[config.mk]
export PLATFORM = sky130hd
export DESIGN_NAME = altitude_descent_activation_controller
export DESIGN_NICKNAME = d
export VERILOG_FILES = /design/src/design/adac_pkg.sv /design/src/design/altitude_descent_activation_controller.sv /design/src/design/adac_chk.sv /design/src/design/adac_ctrl.sv
export SDC_FILE = /design/constraint.sdc
export NUM_CORES = 1
export LEC_CHECK = 0
export BUFFER_PORTS_ARGS = -buffer_cell sky130_fd_sc_hd__buf_2
export CAP_MARGIN = 20
export CORE_ASPECT_RATIO = 1.2
export CORE_UTILIZATION = 54
export CTS_BUF_LIST = sky130_fd_sc_hd__clkbuf_4
export DETAILED_ROUTE_END_ITERATION = 10
export GPL_TIMING_DRIVEN = 0
export PLACE_DENSITY = 0.76
export SYNTH_ARGS = -nofsm -noshare
export SYNTH_HDL_FRONTEND = slang
export SYNTH_HIERARCHICAL = 1
export SYNTH_SLANG_ARGS = --single-unit
[constraint.sdc]
create_clock -name clk -period 8.25 [get_ports clk]
set_input_delay 0.825 -clock clk [delete_from_list [all_inputs] [get_ports clk]]
set_output_delay 0.825 -clock clk [all_outputs]
set_load 0.02 [all_outputs]
[src/design/adac_pkg.sv]
`timescale 1ns / 1ps
// ----------------------------------------------------------------------------
// adac_pkg: shared types and constants
// Beat layouts, configuration bundle, register indexes and cause codes for the
// altitude descent activation controller.
// ----------------------------------------------------------------------------
package adac_pkg;

  typedef struct packed {
    logic               kind;
    logic signed [31:0] latitude;
    logic signed [31:0] longitude;
    logic signed [23:0] altitude_dm;
    logic        [2:0]  fix_type;
    logic               values_finite;
  } in_t;

  typedef struct packed {
    logic        activated;
    logic [1:0]  activation_cause;
    logic        armed;
    logic        descending;
    logic [19:0] secs_left;
  } out_t;

  typedef struct packed {
    logic [19:0] failsafe_seconds;
    logic [19:0] descent_delay_seconds;
    logic [19:0] arm_gain_dm;
    logic [2:0]  fix_code_3d;
  } cfg_t;

  // configuration register indexes
  localparam logic [1:0] REG_FAILSAFE = 2'd0;
  localparam logic [1:0] REG_DELAY    = 2'd1;
  localparam logic [1:0] REG_ARM_GAIN = 2'd2;
  localparam logic [1:0] REG_FIX_CODE = 2'd3;

  localparam logic [19:0] FAILSAFE_RST = 20'd3600;
  localparam logic [19:0] DELAY_RST    = 20'd600;
  localparam logic [19:0] ARM_GAIN_RST = 20'd5000;
  localparam logic [2:0]  FIX_CODE_RST = 3'd3;

  // beat kinds
  localparam logic KIND_TICK   = 1'b0;
  localparam logic KIND_REPORT = 1'b1;

  // activation causes
  localparam logic [1:0] CAUSE_NONE     = 2'd0;
  localparam logic [1:0] CAUSE_DESCENT  = 2'd1;
  localparam logic [1:0] CAUSE_FAILSAFE = 2'd2;

  // position limits: 1e-7 degree and decimetre units
  localparam logic signed [31:0] LAT_MAX = 32'sd900000000;
  localparam logic signed [31:0] LAT_MIN = -32'sd900000000;
  localparam logic signed [31:0] LON_MAX = 32'sd1800000000;
  localparam logic signed [31:0] LON_MIN = -32'sd1800000000;
  localparam logic signed [23:0] ALT_LOW_DM  = -24'sd10000;
  localparam logic signed [23:0] ALT_HIGH_DM = 24'sd1000000;

endpackage

[src/design/altitude_descent_activation_controller.sv]
`timescale 1ns / 1ps
// ----------------------------------------------------------------------------
// altitude_descent_activation_controller: top level
// An accepted beat is held in the input register; the flight state update then
// forms its result, which loads into the result register when that slot is free
// or draining. Throughput: one beat per cycle while out_ready does not stall it.
// Reset (rst_n, synchronous, active low) clears the flight state and valid
// flags and loads the default timeouts, arm gain and 3D fix code.
// ----------------------------------------------------------------------------
module altitude_descent_activation_controller #(
  parameter int TIME_BITS = 21
) (
  input  logic            clk,
  input  logic            rst_n,
  input  logic            in_valid,
  output logic            in_ready,
  input  adac_pkg::in_t   in_data,
  output logic            out_valid,
  input  logic            out_ready,
  output adac_pkg::out_t  out_data,
  input  logic            cfg_wr_en,
  input  logic [1:0]      cfg_index,
  input  logic [19:0]     cfg_wdata
);

  adac_pkg::cfg_t  cfg_r;
  adac_pkg::in_t   item_r;
  logic            item_v_r;
  adac_pkg::out_t  out_data_r;
  logic            out_v_r;
  adac_pkg::out_t  res;
  logic            rpt_ok;
  logic            step;

  // advance the held beat whenever the result slot is free or draining
  assign step     = item_v_r && (!out_v_r || out_ready);
  assign in_ready = !item_v_r || step;

  always_ff @(posedge clk) begin
    if (!rst_n) begin
      cfg_r.failsafe_seconds      <= adac_pkg::FAILSAFE_RST;
      cfg_r.descent_delay_seconds <= adac_pkg::DELAY_RST;
      cfg_r.arm_gain_dm           <= adac_pkg::ARM_GAIN_RST;
      cfg_r.fix_code_3d           <= adac_pkg::FIX_CODE_RST;
    end else if (cfg_wr_en) begin
      case (cfg_index)
        adac_pkg::REG_FAILSAFE: cfg_r.failsafe_seconds      <= cfg_wdata;
        adac_pkg::REG_DELAY:    cfg_r.descent_delay_seconds <= cfg_wdata;
        adac_pkg::REG_ARM_GAIN: cfg_r.arm_gain_dm           <= cfg_wdata;
        adac_pkg::REG_FIX_CODE: cfg_r.fix_code_3d           <= cfg_wdata[2:0];
        default: begin
        end
      endcase
    end
  end

  always_ff @(posedge clk) begin
    if (!rst_n) begin
      item_v_r <= 1'b0;
    end else if (in_ready) begin
      item_v_r <= in_valid;
    end
  end

  always_ff @(posedge clk) begin
    if (in_valid && in_ready) begin
      item_r <= in_data;
    end
  end

  always_ff @(posedge clk) begin
    if (!rst_n) begin
      out_v_r <= 1'b0;
    end else if (step) begin
      out_v_r <= 1'b1;
    end else if (out_ready) begin
      out_v_r <= 1'b0;
    end
  end

  always_ff @(posedge clk) begin
    if (step) begin
      out_data_r <= res;
    end
  end

  adac_chk u_chk (
    .item        (item_r),
    .fix_code_3d (cfg_r.fix_code_3d),
    .rpt_ok      (rpt_ok)
  );

  adac_ctrl #(
    .TIME_BITS (TIME_BITS)
  ) u_ctrl (
    .clk    (clk),
    .rst_n  (rst_n),
    .step   (step),
    .item   (item_r),
    .rpt_ok (rpt_ok),
    .cfg    (cfg_r),
    .res    (res)
  );

  assign out_valid = out_v_r;
  assign out_data  = out_data_r;

endmodule

[src/design/adac_chk.sv]
`timescale 1ns / 1ps
// ----------------------------------------------------------------------------
// adac_chk: position report validity check
// Flags a report whose fix, finiteness and coordinate ranges are all good.
// ----------------------------------------------------------------------------
module adac_chk (
  input  adac_pkg::in_t  item,
  input  logic [2:0]     fix_code_3d,
  output logic           rpt_ok
);

  logic lat_ok;
  logic lon_ok;
  logic alt_ok;

  assign lat_ok = (item.latitude >= adac_pkg::LAT_MIN) &&
                  (item.latitude <= adac_pkg::LAT_MAX);
  assign lon_ok = (item.longitude >= adac_pkg::LON_MIN) &&
                  (item.longitude <= adac_pkg::LON_MAX);
  // both altitude bounds are strict
  assign alt_ok = (item.altitude_dm > adac_pkg::ALT_LOW_DM) &&
                  (item.altitude_dm < adac_pkg::ALT_HIGH_DM);

  assign rpt_ok = (item.fix_type == fix_code_3d) && item.values_finite &&
                  lat_ok && lon_ok && alt_ok;

endmodule

[src/design/adac_ctrl.sv]
`timescale 1ns / 1ps
// ----------------------------------------------------------------------------
// adac_ctrl: flight state and activation logic
// Holds base altitude, arm and descent flags, the two elapsed-second counters
// and the latched cause; updates them for one beat and forms its result.
// ----------------------------------------------------------------------------
module adac_ctrl #(
  parameter int TIME_BITS = 21
) (
  input  logic            clk,
  input  logic            rst_n,
  input  logic            step,
  input  adac_pkg::in_t   item,
  input  logic            rpt_ok,
  input  adac_pkg::cfg_t  cfg,
  output adac_pkg::out_t  res
);

  localparam int CW = (TIME_BITS > 20) ? TIME_BITS : 20;
  localparam logic [TIME_BITS-1:0] TMAX = {TIME_BITS{1'b1}};

  logic                  seen_r, seen_nxt;
  logic                  armed_r, armed_nxt;
  logic                  desc_r, desc_nxt;
  logic signed [23:0]    base_r, base_nxt;
  logic [TIME_BITS-1:0]  good_r, good_nxt;
  logic [TIME_BITS-1:0]  dsc_r, dsc_nxt;
  logic [1:0]            cause_r, cause_nxt;

  logic [TIME_BITS-1:0]  good_inc;
  logic [TIME_BITS-1:0]  dsc_inc;
  logic signed [24:0]    above;
  logic                  climb_ok;
  logic [CW-1:0]         rem_full;

  assign good_inc = (good_r == TMAX) ? good_r : good_r + TIME_BITS'(1);
  assign dsc_inc  = (dsc_r == TMAX) ? dsc_r : dsc_r + TIME_BITS'(1);

  always_comb begin
    seen_nxt  = seen_r;
    armed_nxt = armed_r;
    desc_nxt  = desc_r;
    base_nxt  = base_r;
    good_nxt  = good_r;
    dsc_nxt   = dsc_r;
    cause_nxt = cause_r;
    above     = '0;
    climb_ok  = 1'b0;
    rem_full  = '0;

    if (cause_r == adac_pkg::CAUSE_NONE) begin
      if (item.kind == adac_pkg::KIND_TICK) begin
        good_nxt = good_inc;
        if (desc_r) begin
          dsc_nxt = dsc_inc;
        end
      end else if (rpt_ok) begin
        good_nxt = '0;
        if (!seen_r) begin
          // first good report only sets the base
          seen_nxt = 1'b1;
          base_nxt = item.altitude_dm;
        end else begin
          if (!armed_r && (item.altitude_dm < base_r)) begin
            base_nxt = item.altitude_dm;
          end
          above    = {item.altitude_dm[23], item.altitude_dm} - {base_nxt[23], base_nxt};
          climb_ok = $signed({above[24], above}) >= $signed({6'b0, cfg.arm_gain_dm});
          if (!armed_r) begin
            if (climb_ok) begin
              armed_nxt = 1'b1;
              desc_nxt  = 1'b0;
            end
          end else if (climb_ok) begin
            desc_nxt = 1'b0;
          end else if (!desc_r) begin
            desc_nxt = 1'b1;
            dsc_nxt  = '0;
          end
        end
      end

      if (CW'(good_nxt) >= CW'(cfg.failsafe_seconds)) begin
        cause_nxt = adac_pkg::CAUSE_FAILSAFE;
      end
      // descent timeout wins over failsafe
      if (armed_nxt && desc_nxt && (CW'(dsc_nxt) >= CW'(cfg.descent_delay_seconds))) begin
        cause_nxt = adac_pkg::CAUSE_DESCENT;
      end

      if (cause_nxt == adac_pkg::CAUSE_NONE) begin
        if (armed_nxt && desc_nxt) begin
          rem_full = CW'(cfg.descent_delay_seconds) - CW'(dsc_nxt);
        end else begin
          rem_full = CW'(cfg.failsafe_seconds) - CW'(good_nxt);
        end
      end
    end
  end

  always_comb begin
    res.activated         = (cause_nxt != adac_pkg::CAUSE_NONE);
    res.activation_cause  = cause_nxt;
    res.armed             = armed_nxt;
    res.descending        = desc_nxt;
    res.secs_left         = rem_full[19:0];
  end

  always_ff @(posedge clk) begin
    if (!rst_n) begin
      seen_r  <= 1'b0;
      armed_r <= 1'b0;
      desc_r  <= 1'b0;
      base_r  <= '0;
      good_r  <= '0;
      dsc_r   <= '0;
      cause_r <= adac_pkg::CAUSE_NONE;
    end else if (step) begin
      seen_r  <= seen_nxt;
      armed_r <= armed_nxt;
      desc_r  <= desc_nxt;
      base_r  <= base_nxt;
      good_r  <= good_nxt;
      dsc_r   <= dsc_nxt;
      cause_r <= cause_nxt;
    end
  end

  a_cause_sticky: assert property (@(posedge clk) disable iff (!rst_n)
    (cause_r != adac_pkg::CAUSE_NONE) |=> (cause_r == $past(cause_r)))
    else $error("latched cause changed");

  a_frozen: assert property (@(posedge clk) disable iff (!rst_n)
    (cause_r != adac_pkg::CAUSE_NONE) |=>
      ($stable(good_r) && $stable(dsc_r) && $stable(base_r) && $stable(armed_r)))
    else $error("state moved after activation");

  a_desc_armed: assert property (@(posedge clk) disable iff (!rst_n)
    desc_r |-> (armed_r && seen_r))
    else $error("descent timer running while unarmed");

  a_cause_code: assert property (@(posedge clk) disable iff (!rst_n)
    (cause_r == adac_pkg::CAUSE_NONE) || (cause_r == adac_pkg::CAUSE_DESCENT) ||
    (cause_r == adac_pkg::CAUSE_FAILSAFE))
    else $error("undefined cause code");

endmodule
==> run metrics <==
Worst-path clk slew=0.07 ns; R2R Path End=out_data[6]$_DFFE_PP_; routed wire length=45900 µm; leading area contributor after synthesis=edfxtp_1; Worst Hold End=item_r[45]$_DFFE_PP_; drt wl/cell=18.2 µm; commonest cells after routing, fill and taps aside=nand2_1, buf_2, inv_1, dfxtp_1, mux2i_1; FILL cells=2446; worst skew pair latency=0.74 ns; Final WS setup=-1.04 ns; startpoint types=flop; antenna-violating nets left=0; met1 usage=33.7%; RD Place Congestion=0.929; Critical Path AT=9.87 ns; layout cell share with drive strength beyond 1=22.6%; vias in the first global route=14300; Sequential Power Share=43.4%; PwrDens=167 nW/µm²; most frequent CP cell=a21o_1; mux contribution to synthesized area=8.72%; Comb pwr share=23.0%; Yosys cell types=87; Min-Delay Startpoint=in_data[45]; residual DRC count=0; Cell Area, Synth=16600 µm²; Hold Fails Final Rpt=0; Min Hold Slack=0.256 ns; dpl hpwl=34400 µm; Post-synth top flop=dfxtp_1; Post-synth EDFFs=118; core area=29900 µm²; CP max stage cell=edfxtp_1; max-cap violations=0; Setup CP Type=reg2reg; largest family of logic cells by synthesized area=simple AND/OR/NAND/NOR gates; IO Port Bufs=145; Rel. slew slack=36.2%; Layout Area Growth over Synthesis=20.2%; DIE AREA=31400 µm²; antenna violations before repair=5; syn_area_per_cell=9.16 µm²; global-route wire length before repair=71600 µm; Synth Net Count=2079; Sink Count=254; total number of vias=14800; Int Power=0.00229 W; Die Span Y=194 µm; Tcrit/Tclk final=113%; Die W=162 µm; post-synth top area share=21.4%; root buffer selected by CTS=clkbuf_4; DR iter-0 viols=1107; critical path fanouts, max=8; flop2flop setup slack=-1.04 ns; Pins Over Slew Limit=0; cells on worst reg2reg path=47; Num CTS Buffers=67; Final TNS setup=-23.23 ns; Tmin final=9.29 ns; Std-Cell Rows=69; Pwr Total=0.00332 W; Layout Nets=2353; status=finished, violations left; sequential area share after synthesis=37.8%; synth top area cells=edfxtp_1, dfxtp_1, ha_1; drt pass-1 iters=6; leading cell type in the layout, fill and taps excluded=nand2_1; reg-to-reg critical path startpoint=item_r[5]$_DFFE_PP_; grt total ovfl=0; CP max stage delay=0.41 ns; Max H-tree Level=3; clk_skew=0.0614 ns; XOR/XNOR share of the synthesized area=2.54%; complex-gate fraction of the synthesized area=15.5%; largest net degree at the start of global routing=32; initial core utilization=55.5%; Req. time, crit path=8.83 ns; vias per std cell=5.87; Fmax achieved=0.108 GHz; Final Setup Violations=25; Synth Area in Adders=11.5%; GR met3 Demand/Resource=5.07%; Worst Max-Slew Pin Slew=0.953 ns; CTS tree=yes; clock power share=33.6%; RSZ-0062 raised after global routing=yes; GRT Overall Usage=28.9%; failing checks=setup timing; busiest grt layer=met2; Sw Share=30.9%; Ports=147; Yosys reg bits=254; simple-gate portion of the synthesized area=18.3%; Lkg Pwr=8.42 nW; Warnings, synthesis=6; Hold WC Path Type=in2reg; clk buf depth=3; Psw=0.00103 W; Post-synth ARST share=0%; GRT met2 Usage=48.8%; Cells after Synth=1809; Peak supply drop=0.141 mV; Hold Path Depth=1; Worst Setup End Kind=flop
==> routing by layer <==
layer,up-vias,part of all wire (%)
met1,6955,39
met3,167,6.7
met4,0,6.2
li1,7091,-
met2,608,48
met5,-,0
==> registers in the layout, indices dropped and copies added (netlist names) <==
register / flops
cfg_r: 63
item_r: 93
item_v_r: 1
out_data: 25
out_valid: 1
u_ctrl/armed_r: 1
u_ctrl/base_r: 24
u_ctrl/cause_r: 2
u_ctrl/desc_r: 1
u_ctrl/dsc_r: 21
u_ctrl/good_r: 21
u_ctrl/seen_r: 1
==> critical path: cells and delay by family, from the launching register on <==
family / cells / cell delay [ns]
DFF: 1 / 0.41
xor gates and xnor gates: 1 / 0.18
AOI/OAI and AO/OA: 21 / 4.43
adders and majority gates: 5 / 1.54
and+or+nand+nor: 12 / 1.46
muxes: 1 / 0.09
buffers and inverters: 7 / 0.98
==> synth_stat cells, drive strengths merged (4+ instances only) <==
library cell / n
a2111oi: 5
a211o: 5
a211oi: 12
a21boi: 9
a21o: 37
a21oi: 100
a221oi: 4
a31oi: 24
and2: 9
and3: 13
and3b: 4
and4: 8
buf: 30
clkbuf: 51
dfxtp: 136
edfxtp: 118
ha: 147
inv: 146
mux2: 10
mux2i: 133
nand2: 217
nand2b: 9
nand3: 39
nand3b: 4
nand4: 38
nand4b: 9
nor2: 119
nor2b: 29
nor3: 31
nor3b: 13
nor4: 22
nor4bb: 4
o211a: 11
o211ai: 24
o21a: 27
o21ai: 77
o21bai: 9
o311ai: 5
o31a: 6
o31ai: 8
o41ai: 5
or2: 13
or3: 8
xnor2: 30
xor2: 18
==> cell families after synthesis <==
family                     after synthesis
AOI/OAI and AO/OA                      387
xor gates and xnor gates                48
adders and majority gates              150
buffers and inverters                  227
DFF                                    254
muxes                                  143
and+or+nand+nor                        600
==> repair_timing <==
| item | CTS | global route |
|---|---|---|
| hold buffers | 0 | 0 |
| buffers inserted | 32 | 31 |
| endpoints found under the setup margin | 25 | 25 |
| gates resized for setup | 64 | 67 |
| cloned | 1 | 0 |
| pin swaps | 44 | 60 |
==> power groups by stage <==
stage          logic, W  clock network, W  registers (W)
2_1_floorplan  0.000444                 0        0.00147
3_3_place_gp   0.000631                 0        0.00147
3_5_place_dp   0.000654                 0        0.00147
4_1_cts        0.000717           0.00114        0.00144
5_1_grt        0.000827           0.00122        0.00145
6_report       0.000764           0.00111        0.00144
==> layout make-up <==
cell class              count  area, µm²  area share, %
clock buffers              81        608           3.06
repair buffers            212       1330           6.67
multi-input cells        1328       9990           50.2
diodes                      5       12.5         0.0629
plain buffers              74        423           2.12
flip-flops and latches    254       6270           31.5
clock inverters            35        241           1.21
well taps                 390        488           2.45
inverters                 146        548           2.75
==> worst max-delay path by stage <==
stage / start / end / cells past startpoint
after floorplan: item_r[5]$_DFFE_PP_ / out_data[13]$_DFFE_PP_ / 46
after global placement: item_r[5]$_DFFE_PP_ / out_data[14]$_DFFE_PP_ / 47
after detailed placement: item_r[5]$_DFFE_PP_ / out_data[7]$_DFFE_PP_ / 47
after CTS: item_r[5]$_DFFE_PP_ / out_data[7]$_DFFE_PP_ / 46
after global routing: item_r[5]$_DFFE_PP_ / out_data[0]$_DFFE_PP_ / 46
final: item_r[5]$_DFFE_PP_ / out_data[6]$_DFFE_PP_ / 47
==> metrics by stage <==
| step | setup WS, ns | utilization [%] | instance area, µm² | instances |
|---|---|---|---|---|
| after detailed placement | -1.74 | 60.3 | 18000 | 2348 |
| after floorplan | -0.168 | - | 16700 | 1809 |
| after CTS | -0.894 | 64.9 | 19400 | 2495 |
| final | -1.04 | 66.6 | 19900 | 2525 |
| after global placement | -1.71 | 60.0 | 17900 | 2344 |
| after global routing | -1.39 | 66.6 | 19900 | 2523 |
No activity file was read; power rests on OpenSTA's default activity.
